## src/hw/rtl/scp_pkg.sv

```systemverilog
// -----------------------------------------------------------------------------
// Sine/cosine package
// Shared widths, fixed-point constants, queue item type and arithmetic helpers.
// -----------------------------------------------------------------------------
`timescale 1ns / 1ps

package scp_pkg;

  localparam int ANGLE_W   = 48;
  localparam int OUT_W     = 32;
  localparam int POLY_FRAC = 28;
  localparam int POLY_W    = 33;

  // pi and 2*pi with 60 fraction bits
  localparam logic [63:0] PI_Q60     = 64'h3243F6A8885A308D;
  localparam logic [63:0] TWO_PI_Q60 = 64'h6487ED5110B4611A;

  localparam int QUEUE_DEPTH = 4;
  localparam int Q_PTR_W     = $clog2(QUEUE_DEPTH);
  localparam int Q_CNT_W     = Q_PTR_W + 1;

  typedef logic signed [POLY_W-1:0] poly_t;

  localparam poly_t Q_ONE = 33'sd268435456;

  // Horner coefficients, innermost first
  localparam poly_t SIN_COEF [5] = '{33'sd725, 33'sd53258, 33'sd2236961,
                                     33'sd44739244, 33'sd268435456};
  localparam poly_t COS_COEF [5] = '{33'sd74, 33'sd6657, 33'sd372827,
                                     33'sd11184812, 33'sd134217728};

  localparam logic [2*POLY_W-1:0] QMUL_HALF = (2*POLY_W)'(1) << (POLY_FRAC - 1);
  localparam logic signed [POLY_W:0] SAT_MAX = 34'sd2147483647;
  localparam logic signed [POLY_W:0] SAT_MIN = -34'sd2147483648;

  // How an angle gets folded into [-pi, pi]
  typedef enum logic [1:0] {
    RED_NONE = 2'd0,
    RED_UP   = 2'd1,
    RED_DOWN = 2'd2
  } red_kind_t;

  // Classified angle: raw angle for RED_NONE, else |angle +/- pi|
  typedef struct packed {
    red_kind_t            kind;
    logic [ANGLE_W-1:0]   value;
  } red_item_t;

  // Round a Q60 constant to the given number of fraction bits, half up
  function automatic logic [63:0] round_q60(input logic [63:0] v, input int unsigned frac);
    int unsigned sh;
    sh = 60 - frac;
    return (v + (64'd1 << (sh - 1))) >> sh;
  endfunction

  // Q.28 product, rounded to nearest with halves away from zero
  function automatic poly_t qmul(input poly_t a, input poly_t b);
    logic signed [2*POLY_W-1:0] p;
    logic [2*POLY_W-1:0]        mag;
    logic [2*POLY_W-1:0]        rnd;
    logic signed [2*POLY_W-1:0] res;
    p   = a * b;
    mag = p[2*POLY_W-1] ? $unsigned(-p) : $unsigned(p);
    rnd = (mag + QMUL_HALF) >> POLY_FRAC;
    res = p[2*POLY_W-1] ? -$signed(rnd) : $signed(rnd);
    return res[POLY_W-1:0];
  endfunction

  // Double to Q.29 and clamp to the signed 32-bit range
  function automatic logic signed [OUT_W-1:0] sat_out(input poly_t q);
    logic signed [POLY_W:0] v;
    v = {q, 1'b0};
    if (v > SAT_MAX) begin
      v = SAT_MAX;
    end else if (v < SAT_MIN) begin
      v = SAT_MIN;
    end
    return $signed(v[OUT_W-1:0]);
  endfunction

endpackage

```

## src/hw/rtl/scp_front.sv

```systemverilog
// -----------------------------------------------------------------------------
// Sine/cosine front end
// Accepts angles, classifies the fold needed and stages one item for the queue.
// -----------------------------------------------------------------------------
`timescale 1ns / 1ps

module scp_front #(
  parameter int ANGLE_FRAC_BITS = 24
) (
  input  logic                                clk,
  input  logic                                rst_n,
  input  logic                                in_valid,
  output logic                                in_ready,
  input  logic signed [scp_pkg::ANGLE_W-1:0]  in_angle,
  input  logic                                q_full,
  output logic                                push,
  output scp_pkg::red_item_t                  push_item
);
  import scp_pkg::*;

  localparam logic [63:0] PI_F = round_q60(PI_Q60, ANGLE_FRAC_BITS);
  localparam logic signed [ANGLE_W-1:0] PI_A = PI_F[ANGLE_W-1:0];

  logic      fr_valid_r;
  red_item_t fr_item_r;
  red_item_t fr_item_nxt;
  logic      fr_adv;

  // Classify: angles beyond +/-pi carry the magnitude to be reduced
  always_comb begin
    if (in_angle > PI_A) begin
      fr_item_nxt.kind  = RED_UP;
      fr_item_nxt.value = $unsigned(in_angle + PI_A);
    end else if (in_angle < -PI_A) begin
      fr_item_nxt.kind  = RED_DOWN;
      fr_item_nxt.value = $unsigned(PI_A - in_angle);
    end else begin
      fr_item_nxt.kind  = RED_NONE;
      fr_item_nxt.value = $unsigned(in_angle);
    end
  end

  assign fr_adv    = !fr_valid_r || !q_full;
  assign in_ready  = fr_adv;
  assign push      = fr_valid_r && !q_full;
  assign push_item = fr_item_r;

  always_ff @(posedge clk) begin
    if (!rst_n) begin
      fr_valid_r <= 1'b0;
    end else if (fr_adv) begin
      fr_valid_r <= in_valid;
    end
  end

  always_ff @(posedge clk) begin
    if (fr_adv && in_valid) begin
      fr_item_r <= fr_item_nxt;
    end
  end

endmodule

```

## config.mk

```make
export PLATFORM = sky130hd
export DESIGN_NAME = scp_front
export DESIGN_NICKNAME = d
export VERILOG_FILES = /design/src/hw/rtl/scp_pkg.sv /design/src/hw/rtl/scp_front.sv
export SDC_FILE = /design/constraint.sdc
export NUM_CORES = 1
export LEC_CHECK = 0
export BUFFER_PORTS_ARGS = -buffer_cell sky130_fd_sc_hd__buf_2
export CAP_MARGIN = 20
export CORE_ASPECT_RATIO = 0.75
export CORE_MARGIN = 2
export CORE_UTILIZATION = 48
export DETAILED_ROUTE_END_ITERATION = 10
export PLACE_DENSITY = 0.83
export SYNTH_ARGS = -nofsm -noshare
export SYNTH_HDL_FRONTEND = slang
export SYNTH_SLANG_ARGS = --single-unit
```

## constraint.sdc

```tcl
create_clock -name clk -period 2.5 [get_ports clk]
set_input_delay 0.375 -clock clk [delete_from_list [all_inputs] [get_ports clk]]
set_output_delay 0.375 -clock clk [all_outputs]
set_load 0.005 [all_outputs]
```

# After elaboration in Yosys (flattened, before gate mapping)
# Index checks and enable logic that the tools add are counted.
# word_totals
register_bits	51
output_inout_bits	52
# op_classes
addsub	2
magnitude_cmp	2
muxes	2
n_reduce_logical	5
# op_table
cell	n
$mux 50	1
$add 48x27->48 const B	1
$gt 48x27->1 const B	1
$lt 48x27->1 const B	1
$mux 48	1
$sub 27x48->48 const A	1
$logic_and 1x1->1	2
$logic_not 1->1	2
$logic_or 1x1->1	1

# Depth between registers and ports, before layout
# Gate-level depths: netlist of run 1.
# depth
ltp_word	3
mapped_depth	12

# Worst setup path before layout of run 1
# OpenSTA, ideal clock, no wires.
# synth_path
kind	input to register
startpoint	in in_angle[8] in the netlist's numbering
endpoint	reg fr_item_r (netlist bit push_item[44]), data pin
setup_time_ns	0.259
arrival_time_ns	2.202
required_time_ns	2.241
setup_slack_ns	0.039
path_stages	10
path_buffers	3
path_cell_list	buf_2 or4_4 nor3_4 o211ai_1 a21bo_1 buf_6 inv_4 buf_4 a21oi_1 a211o_1
# synth_lines
item	line_no	source
start, declared	scp_front.sv:14	input logic signed [scp_pkg::ANGLE_W-1:0] in_angle,
end signal, assigned	scp_front.sv:58	fr_item_r <= fr_item_nxt;
end, declared	scp_front.sv:25	red_item_t fr_item_r;

==> flow_summary.html, run 1 <==
<table>
<tr><th>Metric</th><th>Value</th></tr>
<tr><th colspan="2">Drt</th></tr>
<tr><td>Total length of routed wires</td><td>9956 um</td></tr>
<tr><td>Detailed-route wire length per cell</td><td>15.73 um</td></tr>
<tr><td>DR vias/cell</td><td>5.761</td></tr>
<tr><td>Detailed Routing Iterations Pass 1</td><td>5</td></tr>
<tr><td>Remaining antenna violation count after routing</td><td>0</td></tr>
<tr><td>Via count</td><td>3647</td></tr>
<tr><td>DRC violation total after the first TritonRoute iteration</td><td>223</td></tr>
<tr><td>Post-route DRC violation count</td><td>0</td></tr>
<tr><th colspan="2">Layout</th></tr>
<tr><td>Most frequent cells in the layout</td><td>103 x buf_2, 69 x buf_4, 50 x edfxtp_1, 30 x a21oi_1</td></tr>
<tr><td>Final net count</td><td>586</td></tr>
<tr><td>Reg area</td><td>0.001521 sq mm</td></tr>
<tr><td>Fillers</td><td>634</td></tr>
<tr><td>Most frequent standard cell in the layout excluding fill and tap cells</td><td>buf_2</td></tr>
<tr><td>Count of inserted antenna diode cells</td><td>0</td></tr>
<tr><td>Ratio of cells with drive above 1 in the final layout</td><td>0.3947</td></tr>
<tr><td>Post-route standard cell area excluding fillers</td><td>0.004837 sq mm</td></tr>
<tr><td>Multi-input gate area in the final layout</td><td>0.001936 sq mm</td></tr>
<tr><td>Area growth from synthesis to layout</td><td>32.76%</td></tr>
<tr><th colspan="2">Clock network</th></tr>
<tr><td>CTS tree</td><td>built</td></tr>
<tr><td>Clock root buffer</td><td>clkbuf_8</td></tr>
<tr><td>Insertion delay of the later-clocked pin in the worst-skew pair</td><td>0.31 ns</td></tr>
<tr><td>Maximum number of buffers from clock root to sink</td><td>2</td></tr>
<tr><td>Clock edge transition at the registers on the reported setup and hold paths</td><td>0.09 ns</td></tr>
<tr><td>Total of hold buffers inserted after clock tree synthesis</td><td>0</td></tr>
<tr><td>CTS sink count</td><td>51</td></tr>
<tr><td>CTS H-tree depth</td><td>2</td></tr>
<tr><td>Number of CTS-inserted buffers</td><td>5</td></tr>
<tr><th colspan="2">Die</th></tr>
<tr><td>Die Width</td><td>104.6 um</td></tr>
<tr><td>Std-Cell Rows</td><td>27</td></tr>
<tr><td>Initial cell density of the core</td><td>0.4947</td></tr>
<tr><td>Overall die height</td><td>79.45 um</td></tr>
<tr><td>Area of the die</td><td>0.008310 sq mm</td></tr>
<tr><td>Placeable core region</td><td>0.007365 sq mm</td></tr>
<tr><td>Number of placed I/O pins</td><td>104</td></tr>
<tr><th colspan="2">Worst setup path</th></tr>
<tr><td>CP Cell Sequence</td><td>buf_2 &gt; nor4_2 &gt; nand2_1 &gt; nor4_2 &gt; o31a_4 &gt; inv_4 &gt; and3_4 &gt; a32oi_1 &gt; xnor2_1</td></tr>
<tr><td>Most used cell, CP</td><td>nor4_2</td></tr>
<tr><td>Worst-case register-to-register setup slack</td><td>1.32 ns</td></tr>
<tr><td>Highest cell delay on the worst timing path</td><td>0.47 ns</td></tr>
<tr><td>Worst R2R End</td><td>push_item[27]</td></tr>
<tr><td>Worst Path Class, Setup</td><td>input pin to flip-flop</td></tr>
<tr><td>Kind of start point of the critical path</td><td>input pin</td></tr>
<tr><td>CP Data Required Time</td><td>2.57 ns</td></tr>
<tr><td>Critical path fanouts, max</td><td>24</td></tr>
<tr><td>Startpoint of the lowest-slack register-to-register path</td><td>fr_valid_r</td></tr>
<tr><td>Data arrival time at the worst-slack endpoint</td><td>2.47 ns</td></tr>
<tr><td>Crit path capture type</td><td>flip-flop</td></tr>
<tr><td>Worst reg-to-reg path cell count</td><td>3</td></tr>
<tr><td>Slowest stage cell on the critical path</td><td>nor4_2</td></tr>
<tr><th colspan="2">Run status</th></tr>
<tr><td>Result of the run</td><td>completed</td></tr>
<tr><th colspan="2">STA</th></tr>
<tr><td>Relative max-transition margin</td><td>0.6806</td></tr>
<tr><td>Clock skew after layout</td><td>0.008463 ns</td></tr>
<tr><td>Min cycle time layout</td><td>2.404 ns</td></tr>
<tr><td>Unrepaired setup endpoints after global routing</td><td>no</td></tr>
<tr><td>Hold slack final</td><td>0.2773 ns</td></tr>
<tr><td>Final worst-path cycle share</td><td>0.9617</td></tr>
<tr><td>Highest Clock Rate</td><td>0.4159 GHz</td></tr>
<tr><td>Actual slew at the worst max-slew pin</td><td>0.4774 ns</td></tr>
<tr><td>Final Setup Violations</td><td>0</td></tr>
<tr><td>Hold violation total from the final report</td><td>0</td></tr>
<tr><td>Max-slew violation total from the final report</td><td>0</td></tr>
<tr><th colspan="2">GRT</th></tr>
<tr><td>All-Layer GR Usage</td><td>0.2427</td></tr>
<tr><td>Wire length of the first global-routing pass</td><td>16190 um</td></tr>
<tr><td>Number of antenna violations at the first check in global routing</td><td>0</td></tr>
<tr><td>Total global routing overflow</td><td>0</td></tr>
<tr><td>Via count of the first global-routing pass</td><td>3378</td></tr>
<tr><td>Pin count of the biggest net entering global routing</td><td>51</td></tr>
<tr><th colspan="2">Min path</th></tr>
<tr><td>Hold Crit Endpoint</td><td>fr_valid_r</td></tr>
<tr><td>Hold Path Class</td><td>input pin to flip-flop</td></tr>
<tr><td>Critical hold path startpoint</td><td>rst_n</td></tr>
<tr><td>WHS Path Cells</td><td>2</td></tr>
<tr><th colspan="2">Yosys</th></tr>
<tr><td>Netlist area before placement</td><td>0.003643 sq mm</td></tr>
<tr><td>Average cell area after synthesis</td><td>9.821 sq um</td></tr>
<tr><td>Top cells by area, synth</td><td>edfxtp_1 41%, xnor2_1 7.0%, a21oi_1 4.1%</td></tr>
<tr><td>Dominant cell type by area after synthesis</td><td>edfxtp_1</td></tr>
<tr><td>Synthesized flop and latch total</td><td>51</td></tr>
<tr><td>Share of flip-flops with an asynchronous set or reset</td><td>0</td></tr>
<tr><td>Post-synthesis sequential area ratio</td><td>0.4176</td></tr>
<tr><td>Most used flip-flop cell after synthesis</td><td>edfxtp_1</td></tr>
<tr><td>Synth Warn #</td><td>0</td></tr>
<tr><td>Number of instances in the synthesized netlist</td><td>371</td></tr>
<tr><td>Synth Net Count</td><td>426</td></tr>
<tr><td>Number of synthesized flops with an enable pin</td><td>50</td></tr>
<tr><td>Area fraction of the dominant cell type after synthesis</td><td>0.4121</td></tr>
<tr><td>Unique cell type count in the Yosys netlist</td><td>66</td></tr>
<tr><th colspan="2">Power</th></tr>
<tr><td>Share of power burned in registers</td><td>0.482</td></tr>
<tr><td>Leakage</td><td>2.003 nW</td></tr>
<tr><td>Clock share of power</td><td>0.259</td></tr>
<tr><td>Power Dens Cells</td><td>452.5 mW/mm^2</td></tr>
<tr><td>P_int</td><td>0.001604 W</td></tr>
<tr><td>Sw Pwr</td><td>0.0005849 W</td></tr>
<tr><td>Switching share of power</td><td>0.2672</td></tr>
<tr><td>Overall power of the completed layout</td><td>0.002189 W</td></tr>
<tr><td>Power share of the combinational group</td><td>0.258</td></tr>
<tr><td>Worst voltage drop across the vdd grid</td><td>0.0002893 V</td></tr>
<tr><th colspan="2">Placed design</th></tr>
<tr><td>HPWL after detailed placement</td><td>7624 um</td></tr>
<tr><td>Placed standard-cell area</td><td>0.004725 sq mm</td></tr>
<tr><td>Number of buffers added on ports</td><td>103</td></tr>
<tr><td>Routability congestion estimate</td><td>0.9374</td></tr>
<tr><th colspan="2">Run</th></tr>
<tr><td>Max-capacitance violation count</td><td>0</td></tr>
</table>
==> area by class of cell <==
class | count | area share
clock buffers | 7 | 0.01578
clock inverters | 1 | 0.006208
inverters | 13 | 0.01112
multi-input cells | 285 | 0.4002
flip-flops and latches | 51 | 0.3145
well taps | 101 | 0.02613
repair buffers | 175 | 0.2261
==> stage by stage <==
stage / TNS (ns) / setup slack (ns) / util / cells
after floorplan: 0 / 0.03909 / - / 371
after global placement: -2.163 / -0.1623 / 0.6415 / 625
after detailed placement: -3.500 / -0.1722 / 0.6415 / 625
after CTS: 0 / 0.1408 / 0.6560 / 633
after global routing: 0 / 0.01049 / 0.6568 / 633
final: 0 / 0.09563 / 0.6568 / 633
==> power groups by stage <==
stage,Clock [W],Sequential (W),Combinational [W]
detailed placement,0,0.00107,0.000556
global placement,0,0.00107,0.000545
floorplan,0,0.00109,0.000276
CTS,0.000586,0.00106,0.000560
finish,0.000568,0.00106,0.000565
global route,0.000611,0.00106,0.000616
==> flip-flops by register name, indices dropped and copies added, names as in the netlist <==
register / count
fr_valid_r: 1
push_item: 50
==> critical path, delay by kind of cell <==
family	cells	cell delay, ns
buf+inv	2	0.24
compound gates	2	0.47
xor+xnor	1	0.10
simple gates	4	1.27
==> Yosys cell counts, drive strengths merged, types with 3 or more instances <==
master and instances:
and2 6, nand4 7, o22ai 9, xor2 15, nand2 29, and4 5, nor2b 4, or4 5
xnor2 29, a21oi 30, nor4 8, a211oi 3, and3 5, buf 17, a21o 4, a41o 3
nor3 10, o21ai 28, clkbuf 5, nor2 24, a22oi 4, o211ai 4, or2 5, a31oi 5
inv 13, ha 3, edfxtp 50, o31a 5, nand3 9
==> worst max-delay path by stage <==
stage	start	to	slack (ns)
6_report	in_angle[29]	push_item[45]	0.1
5_1_grt	in_angle[17]	push_item[43]	0.01
4_1_cts	in_angle[29]	push_item[45]	0.14
3_5_place_dp	in_angle[16]	push_item[45]	-0.17
3_3_place_gp	in_angle[38]	push_item[45]	-0.16
2_1_floorplan	in_angle[8]	push_item[44]	0.04
==> routing by layer <==
| metal | global-route usage | vias to the layer above | wire length [um] |
|---|---|---|---|
| met3 | 0.04980 | 17 | 895 |
| li1 | - | 1728 | - |
| met5 | 0 | - | 0 |
| met2 | 0.3850 | 205 | 4322 |
| met1 | 0.3366 | 1697 | 4583 |
| met4 | 0.07600 | 0 | 154 |
==> timing repair <==
| action | 4_1_cts | 5_1_grt |
|---|---|---|
| setup endpoints to repair | 0 | 1 |
| resized for setup | 0 | 1 |
| buffers inserted | 0 | 0 |
==> kinds of logic (layout without fill, tap and decap cells) <==
family	Yosys count	count (layout)	share of synthesized area
flops	51	51	0.4176
xor+xnor	44	44	0.1058
fa+ha+maj	3	3	0.01030
compound gates	116	116	0.2198
buf+inv	35	196	0.05323
simple gates	122	122	0.1933
No activity file was read; power rests on OpenSTA's default activity.
==> inputs of run 2 (changes only) <==
Settings changed: CORE_UTILIZATION 48 to 23, PLACE_DENSITY 0.83 to 0.48.
==> run 2 against run 1 <==
Hold slack improved by 0.016 ns. Highest routed layer unchanged. First-iteration DRC count is 19% higher. Maximum frequency increased by 2.3%. Largest power group unchanged. Sequential power is essentially flat. Die area up 100%. Largest cell class unchanged.
==> flow_summary.html, run 2 (synthesis gave the netlist of run 1 again) <==
<table>
<tr><th>Metric</th><th>Value</th></tr>
<tr><th colspan="2">Run status</th></tr>
<tr><td>Result of the run</td><td>completed</td></tr>
<tr><th colspan="2">Drt</th></tr>
<tr><td>Detailed Routing Iterations Pass 1</td><td>4 (-1)</td></tr>
<tr><td>DR vias/cell</td><td>4.788 (-17%)</td></tr>
<tr><td>DRC violation total after the first TritonRoute iteration</td><td>265 (+19%)</td></tr>
<tr><td>Detailed-route wire length per cell</td><td>15.79 um (+0.40%)</td></tr>
<tr><td>Remaining antenna violation count after routing</td><td>0 (unchanged)</td></tr>
<tr><td>Via count</td><td>3543 (-2.9%)</td></tr>
<tr><td>Total length of routed wires</td><td>11690 um (+17%)</td></tr>
<tr><td>Post-route DRC violation count</td><td>0 (unchanged)</td></tr>
<tr><th colspan="2">Clock network</th></tr>
<tr><td>Maximum number of buffers from clock root to sink</td><td>2 (unchanged)</td></tr>
<tr><td>CTS tree</td><td>built</td></tr>
<tr><td>Clock root buffer</td><td>clkbuf_16</td></tr>
<tr><td>Post-CTS setup repair buffer count</td><td>0 (unchanged)</td></tr>
<tr><td>CTS H-tree depth</td><td>2 (unchanged)</td></tr>
<tr><td>Number of CTS-inserted buffers</td><td>5 (unchanged)</td></tr>
<tr><td>Total of hold buffers inserted after clock tree synthesis</td><td>0 (unchanged)</td></tr>
<tr><td>Insertion delay of the later-clocked pin in the worst-skew pair</td><td>0.29 ns (-0.02 ns)</td></tr>
<tr><td>CTS sink count</td><td>51 (unchanged)</td></tr>
<tr><td>Clock edge transition at the registers on the reported setup and hold paths</td><td>0.07 ns (-0.02 ns)</td></tr>
<tr><th colspan="2">Die</th></tr>
<tr><td>Placeable core region</td><td>0.01537 sq mm (+110%)</td></tr>
<tr><td>Std-Cell Rows</td><td>39 (+44%)</td></tr>
<tr><td>Overall die height</td><td>113 um (+42%)</td></tr>
<tr><td>Area of the die</td><td>0.01687 sq mm (+100%)</td></tr>
<tr><td>Die Width</td><td>149.3 um (+43%)</td></tr>
<tr><td>Initial cell density of the core</td><td>0.2370 (-0.2577)</td></tr>
<tr><td>Number of placed I/O pins</td><td>104 (unchanged)</td></tr>
<tr><th colspan="2">Layout</th></tr>
<tr><td>Most frequent cells in the layout</td><td>103 x buf_2, 72 x buf_4, 50 x edfxtp_1, 30 x a21oi_1</td></tr>
<tr><td>Final net count</td><td>589 (+0.51%)</td></tr>
<tr><td>Area growth from synthesis to layout</td><td>39.53%</td></tr>
<tr><td>Fillers</td><td>1621 (+160%)</td></tr>
<tr><td>Post-route standard cell area excluding fillers</td><td>0.005084 sq mm (+5.1%)</td></tr>
<tr><td>Number of standard cells in the final layout excluding fillers</td><td>740 (+17%)</td></tr>
<tr><td>Flip-flop count of the largest register, all copies and words added</td><td>50 (unchanged)</td></tr>
<tr><td>Most frequent standard cell in the layout excluding fill and tap cells</td><td>buf_2</td></tr>
<tr><td>Count of inserted antenna diode cells</td><td>0 (unchanged)</td></tr>
<tr><td>Ratio of cells with drive above 1 in the final layout</td><td>0.4000 (+0.005263)</td></tr>
<tr><th colspan="2">GRT</th></tr>
<tr><td>Via count of the first global-routing pass</td><td>3517 (+4.1%)</td></tr>
<tr><td>Total global routing overflow</td><td>0 (unchanged)</td></tr>
<tr><td>Pin count of the biggest net entering global routing</td><td>51 (unchanged)</td></tr>
<tr><td>All-Layer GR Usage</td><td>0.1385 (-0.1042)</td></tr>
<tr><td>Wire length of the first global-routing pass</td><td>18590 um (+15%)</td></tr>
<tr><td>Number of antenna violations at the first check in global routing</td><td>0 (unchanged)</td></tr>
<tr><th colspan="2">Worst setup path</th></tr>
<tr><td>Crit path capture type</td><td>flip-flop</td></tr>
<tr><td>Data arrival time at the worst-slack endpoint</td><td>2.39 ns (-0.08 ns)</td></tr>
<tr><td>Kind of start point of the critical path</td><td>input pin</td></tr>
<tr><td>Critical path fanouts, max</td><td>4 (-83%)</td></tr>
<tr><td>CP Data Required Time</td><td>2.54 ns (-0.03 ns)</td></tr>
<tr><td>Worst Path Class, Setup</td><td>input pin to flip-flop</td></tr>
<tr><th colspan="2">STA</th></tr>
<tr><td>Actual slew at the worst max-slew pin</td><td>0.5333 ns (+0.05591 ns)</td></tr>
<tr><td>Hold violation total from the final report</td><td>0 (unchanged)</td></tr>
<tr><td>Min cycle time layout</td><td>2.350 ns (-0.05442 ns)</td></tr>
<tr><td>Final Setup Violations</td><td>0 (unchanged)</td></tr>
<tr><td>Relative max-transition margin</td><td>0.6412 (-0.03938)</td></tr>
<tr><td>Final worst-path cycle share</td><td>0.9400 (-0.02177)</td></tr>
<tr><td>Clock skew after layout</td><td>0.003997 ns (-0.004465 ns)</td></tr>
<tr><td>Max-slew violation total from the final report</td><td>0 (unchanged)</td></tr>
<tr><td>Highest Clock Rate</td><td>0.4255 GHz (+2.3%)</td></tr>
<tr><td>Unrepaired setup endpoints after global routing</td><td>no</td></tr>
<tr><th colspan="2">Placed design</th></tr>
<tr><td>Cell Count Post-Placement</td><td>732 (+17%)</td></tr>
<tr><td>Number of buffers added on ports</td><td>103 (unchanged)</td></tr>
<tr><td>Placed standard-cell area</td><td>0.004877 sq mm (+3.2%)</td></tr>
<tr><td>Routability congestion estimate</td><td>0.8511 (-9.2%)</td></tr>
<tr><td>HPWL after detailed placement</td><td>9125 um (+20%)</td></tr>
<tr><th colspan="2">Power</th></tr>
<tr><td>Clock share of power</td><td>0.354 (+0.095)</td></tr>
<tr><td>Switching share of power</td><td>0.2559 (-0.01134)</td></tr>
<tr><td>P_int</td><td>0.001883 W (+17%)</td></tr>
<tr><td>Sw Pwr</td><td>0.0006475 W (+11%)</td></tr>
<tr><td>Power Dens Cells</td><td>497.8 mW/mm^2 (+10%)</td></tr>
<tr><td>Power share of the combinational group</td><td>0.228 (-0.030)</td></tr>
<tr><td>Share of power burned in registers</td><td>0.418 (-0.064)</td></tr>
<tr><td>Leakage</td><td>2.056 nW (+2.7%)</td></tr>
<tr><td>Worst voltage drop across the vdd grid</td><td>0.0002148 V (-26%)</td></tr>
<tr><th colspan="2">Min path</th></tr>
<tr><td>Hold Path Class</td><td>input pin to flip-flop</td></tr>
<tr><th colspan="2">Run</th></tr>
<tr><td>Max-capacitance violation count</td><td>0 (unchanged)</td></tr>
</table>
## run 2: area by class of cell
type	instances	area, sq um	area share
Clock buffer	6	128.9	0.02535
Clock inverter	2	60.06	0.01181
Inverter	13	56.30	0.01108
Multi-Input combinational cell	285	1944	0.3825
Sequential cell	51	1521	0.2993
Tap cell	205	256.5	0.05046
Timing Repair Buffer	178	1116	0.2195
## run 2: final timing paths
check / startpoint / endpoint / slack [ns] / depth (start not counted)
max reg2reg: fr_valid_r / push_item[1] / 1.32 / 3
min reg2reg: fr_valid_r / fr_valid_r / 0.54 / 2
max: in_angle[10] / push_item[42] / 0.15 / 9
min: rst_n / fr_valid_r / 0.29 / 2
## run 2: metal layers
| metal | wire [um] | vias to the layer above | share of wire | global-route usage |
|---|---|---|---|---|
| met2 | 4732 | 130 | 0.40 | 0.1963 |
| met1 | 5996 | 1678 | 0.51 | 0.2121 |
| met5 | 0 | - | 0 | 0 |
| li1 | - | 1730 | - | - |
| met4 | 54 | 0 | 0.0046 | 0.02159 |
| met3 | 902 | 5 | 0.077 | 0.03710 |
## run 2: per-stage QoR
stage	power [W]	setup slack (ns)	hold WS (ns)	TNS, ns	util
after detailed placement	0.001652	-0.1949	0.5299	-3.309	0.3173
after global routing	0.002657	0.001172	0.3104	0	0.3307
after global placement	0.001650	-0.1335	0.5105	-1.633	0.3173
after CTS	0.002565	0.1276	0.2918	0	0.3296
after floorplan	0.001365	0.03909	0.4865	0	-
final	0.002531	0.1500	0.2936	0	0.3307
## run 2: repair_timing
item,CTS,global route
resized for setup,0,3
endpoints found under the setup margin,0,9
hold endpoints to repair,0,0
## run 2: power by group through the flow
stage               sequential [W]  clock (W)  combinational (W)
CTS                        0.00106   0.000925           0.000578
global placement           0.00108          0           0.000570
finish                     0.00106   0.000897           0.000576
floorplan                  0.00109          0           0.000276
detailed placement         0.00108          0           0.000574
global route               0.00107   0.000955           0.000634
## run 2: worst max-delay path, stage by stage
cell and delay, ns:
buf_2 0.10, or4_4 0.56, nor4_1 0.37, a221o_1 0.26, and2_1 0.17, nor3_1 0.06
buf_4 0.15, a41oi_1 0.23, xnor2_1 0.11
==> inputs of run 3 (changes only) <==
Settings changed: CELL_PAD_IN_SITES_DETAIL_PLACEMENT set to 1, CELL_PAD_IN_SITES_GLOBAL_PLACEMENT set to 1, PLACE_DENSITY 0.48 to 0.58.
==> run 3 against run 2 <==
Sequential power about the same. Die area unchanged. Core utilization up 0.073 points. Hold slack worse by 0.0069 ns. Sequential share of layout area down 0.066 points. Clock power down 21%. Via count up 1.4%. Global-route usage up 1.6 points. Largest power group unchanged.
==> flow_summary.html, run 3 (synthesis gave the netlist of run 1 again) <==
<table>
<tr><th>Metric</th><th>Value</th></tr>
<tr><th colspan="2">STA</th></tr>
<tr><td>Unrepaired setup endpoints after global routing</td><td>yes</td></tr>
<tr><td>Clock skew after layout</td><td>0.006435 ns (+0.002438 ns)</td></tr>
<tr><td>Min cycle time layout</td><td>2.380 ns (+0.03018 ns)</td></tr>
<tr><td>Highest Clock Rate</td><td>0.4201 GHz (-1.3%)</td></tr>
<tr><td>Max-slew violation total from the final report</td><td>0 (unchanged)</td></tr>
<tr><td>Final worst-path cycle share</td><td>0.9521 (+0.01207)</td></tr>
<tr><td>Summed negative setup slack over all endpoints</td><td>0 ns (unchanged)</td></tr>
<tr><td>Hold violation total from the final report</td><td>0 (unchanged)</td></tr>
<tr><td>Actual slew at the worst max-slew pin</td><td>0.4686 ns (-0.06469 ns)</td></tr>
<tr><td>Relative max-transition margin</td><td>0.6865 (+0.04525)</td></tr>
<tr><td>Final Setup Violations</td><td>0 (unchanged)</td></tr>
<tr><th colspan="2">Drt</th></tr>
<tr><td>Post-route DRC violation count</td><td>0 (unchanged)</td></tr>
<tr><td>Detailed Routing Iterations Pass 1</td><td>4 (unchanged)</td></tr>
<tr><td>DRC violation total after the first TritonRoute iteration</td><td>166 (-37%)</td></tr>
<tr><td>DR vias/cell</td><td>4.784 (about the same)</td></tr>
<tr><td>Remaining antenna violation count after routing</td><td>0 (unchanged)</td></tr>
<tr><td>Via count</td><td>3593 (+1.4%)</td></tr>
<tr><td>Total length of routed wires</td><td>12730 um (+8.9%)</td></tr>
<tr><td>Detailed-route wire length per cell</td><td>16.95 um (+7.3%)</td></tr>
<tr><th colspan="2">Die</th></tr>
<tr><td>Number of placed I/O pins</td><td>104 (unchanged)</td></tr>
<tr><td>Die Width</td><td>149.3 um (unchanged)</td></tr>
<tr><td>Placeable core region</td><td>0.01537 sq mm (unchanged)</td></tr>
<tr><td>Initial cell density of the core</td><td>0.2370 (unchanged)</td></tr>
<tr><td>Std-Cell Rows</td><td>39 (unchanged)</td></tr>
<tr><td>Area of the die</td><td>0.01687 sq mm (unchanged)</td></tr>
<tr><td>Overall die height</td><td>113 um (unchanged)</td></tr>
<tr><th colspan="2">Placed design</th></tr>
<tr><td>Placed standard-cell area</td><td>0.004935 sq mm (+1.2%)</td></tr>
<tr><td>Number of buffers added on ports</td><td>103 (unchanged)</td></tr>
<tr><td>HPWL after detailed placement</td><td>10040 um (+10%)</td></tr>
<tr><td>Routability congestion estimate</td><td>0.8728 (+2.5%)</td></tr>
<tr><th colspan="2">Worst setup path</th></tr>
<tr><td>Data arrival time at the worst-slack endpoint</td><td>2.44 ns (+0.05 ns)</td></tr>
<tr><td>Critical path fanouts, max</td><td>21 (+17)</td></tr>
<tr><td>Worst Path Class, Setup</td><td>input pin to flip-flop</td></tr>
<tr><td>Crit path capture type</td><td>flip-flop</td></tr>
<tr><td>CP Data Required Time</td><td>2.56 ns (+0.02 ns)</td></tr>
<tr><td>Kind of start point of the critical path</td><td>input pin</td></tr>
<tr><td>Worst reg-to-reg path cell count</td><td>3 (unchanged)</td></tr>
<tr><th colspan="2">Run status</th></tr>
<tr><td>Result of the run</td><td>completed</td></tr>
<tr><th colspan="2">Min path</th></tr>
<tr><td>Hold Path Class</td><td>input pin to flip-flop</td></tr>
<tr><td>WHS Path Cells</td><td>2 (unchanged)</td></tr>
<tr><th colspan="2">GRT</th></tr>
<tr><td>Total global routing overflow</td><td>0 (unchanged)</td></tr>
<tr><td>Number of antenna violations at the first check in global routing</td><td>0 (unchanged)</td></tr>
<tr><td>Via count of the first global-routing pass</td><td>3700 (+5.2%)</td></tr>
<tr><td>Pin count of the biggest net entering global routing</td><td>51 (unchanged)</td></tr>
<tr><td>All-Layer GR Usage</td><td>0.1546 (+0.01615)</td></tr>
<tr><td>Wire length of the first global-routing pass</td><td>20390 um (+9.7%)</td></tr>
<tr><th colspan="2">Clock network</th></tr>
<tr><td>CTS tree</td><td>built</td></tr>
<tr><td>CTS H-tree depth</td><td>2 (unchanged)</td></tr>
<tr><td>CTS sink count</td><td>51 (unchanged)</td></tr>
<tr><td>Maximum number of buffers from clock root to sink</td><td>2 (unchanged)</td></tr>
<tr><td>Total of hold buffers inserted after clock tree synthesis</td><td>0 (unchanged)</td></tr>
<tr><td>Number of CTS-inserted buffers</td><td>5 (unchanged)</td></tr>
<tr><td>Clock root buffer</td><td>clkbuf_16</td></tr>
<tr><td>Clock edge transition at the registers on the reported setup and hold paths</td><td>0.07 ns (about the same)</td></tr>
<tr><td>Insertion delay of the later-clocked pin in the worst-skew pair</td><td>0.31 ns (+0.02 ns)</td></tr>
<tr><th colspan="2">Layout</th></tr>
<tr><td>Core occupancy in the finished layout</td><td>0.3315 (+0.0007320)</td></tr>
<tr><td>Area growth from synthesis to layout</td><td>39.84%</td></tr>
<tr><td>Count of inserted antenna diode cells</td><td>0 (unchanged)</td></tr>
<tr><td>Reg area</td><td>0.001521 sq mm (unchanged)</td></tr>
<tr><td>Final net count</td><td>600 (+1.9%)</td></tr>
<tr><td>Fillers</td><td>1797 (+11%)</td></tr>
<tr><td>Most frequent cells in the layout</td><td>103 x buf_2, 85 x buf_4, 50 x edfxtp_1, 30 x a21oi_1</td></tr>
<tr><td>Ratio of cells with drive above 1 in the final layout</td><td>0.4158 (+0.01575)</td></tr>
<tr><td>Flip-flop count of the largest register, all copies and words added</td><td>50 (unchanged)</td></tr>
<tr><td>Most frequent standard cell in the layout excluding fill and tap cells</td><td>buf_2</td></tr>
<tr><td>Post-route standard cell area excluding fillers</td><td>0.005095 sq mm (+0.22%)</td></tr>
<tr><td>Multi-input gate area in the final layout</td><td>0.001939 sq mm (-0.26%)</td></tr>
<tr><th colspan="2">Power</th></tr>
<tr><td>Worst voltage drop across the vdd grid</td><td>0.0002393 V (+11%)</td></tr>
<tr><td>Power Dens Cells</td><td>463.7 mW/mm^2 (-6.8%)</td></tr>
<tr><td>Leakage</td><td>2.079 nW (+1.1%)</td></tr>
<tr><th colspan="2">Run</th></tr>
<tr><td>Max-capacitance violation count</td><td>0 (unchanged)</td></tr>
</table>
-- run 3: changes by cell type in the layout (fill, tap and decap cells not counted), sizes merged --
cell,previous run,this run
bufinv,2,0
buf,178,189
clkbuf,6,5
clkinvlp,0,2
clkinv,0,1
-- run 3: area by class of cell --
type / count / share of cell area
tap: 205 / 0.05034
timing repair buffer: 189 / 0.2304
multi-input combinational: 285 / 0.3806
inverter: 13 / 0.01154
clock buffer: 5 / 0.02456
clock inverter: 3 / 0.003929
sequential: 51 / 0.2986
-- run 3: path summary, 6_finish.rpt --
| check | start | endpoint | slack [ns] |
|---|---|---|---|
| setup / recovery | in_angle[38] | push_item[45] | 0.12 |
| hold / removal | rst_n | fr_valid_r | 0.29 |
| setup reg to reg | fr_valid_r | push_item[12] | 1.33 |
| hold reg to reg | fr_valid_r | fr_valid_r | 0.53 |
-- run 3: metal layers --
metal	part of all wire	routed length (um)	track usage	up-vias
met5	0	0	0	-
met4	0.0057	72	0.03873	0
met2	0.42	5345	0.2227	85
li1	-	-	-	1751
met3	0.054	691	0.03750	5
met1	0.52	6616	0.2306	1752
-- run 3: worst max-delay path: stages --
cell     delay, ns
buf_2         0.10
or4_4         0.55
nor4_4        0.36
a21o_1        0.19
o31a_4        0.19
inv_8         0.08
and3_4        0.19
a32oi_1       0.28
xnor2_1       0.11
-- run 3: timing repair --
action	in CTS	in global routing
setup endpoints to repair	1	16
gates resized for setup	1	3
pin swaps	0	1
setup buffers	0	0
-- run 3: metrics by stage --
stage / hold slack [ns] / power (W) / std cells / worst slack, ns
global route: 0.2970 / 0.002488 / 751 / -0.007871
floorplan: 0.4865 / 0.001365 / 371 / 0.03909
CTS: 0.2862 / 0.002404 / 751 / 0.02894
detailed placement: 0.5276 / 0.001672 / 743 / -0.3437
finish: 0.2867 / 0.002363 / 751 / 0.1199
global placement: 0.5018 / 0.001660 / 743 / -0.2449
-- run 3: power breakdown --
| group | internal (W) | leakage [nW] | switching [W] |
|---|---|---|---|
| registers | 0.00104 | 0.491 | 0.0000189 |
| logic | 0.000276 | 1.52 | 0.000320 |
| clock network | 0.000370 | 0.0658 | 0.000339 |
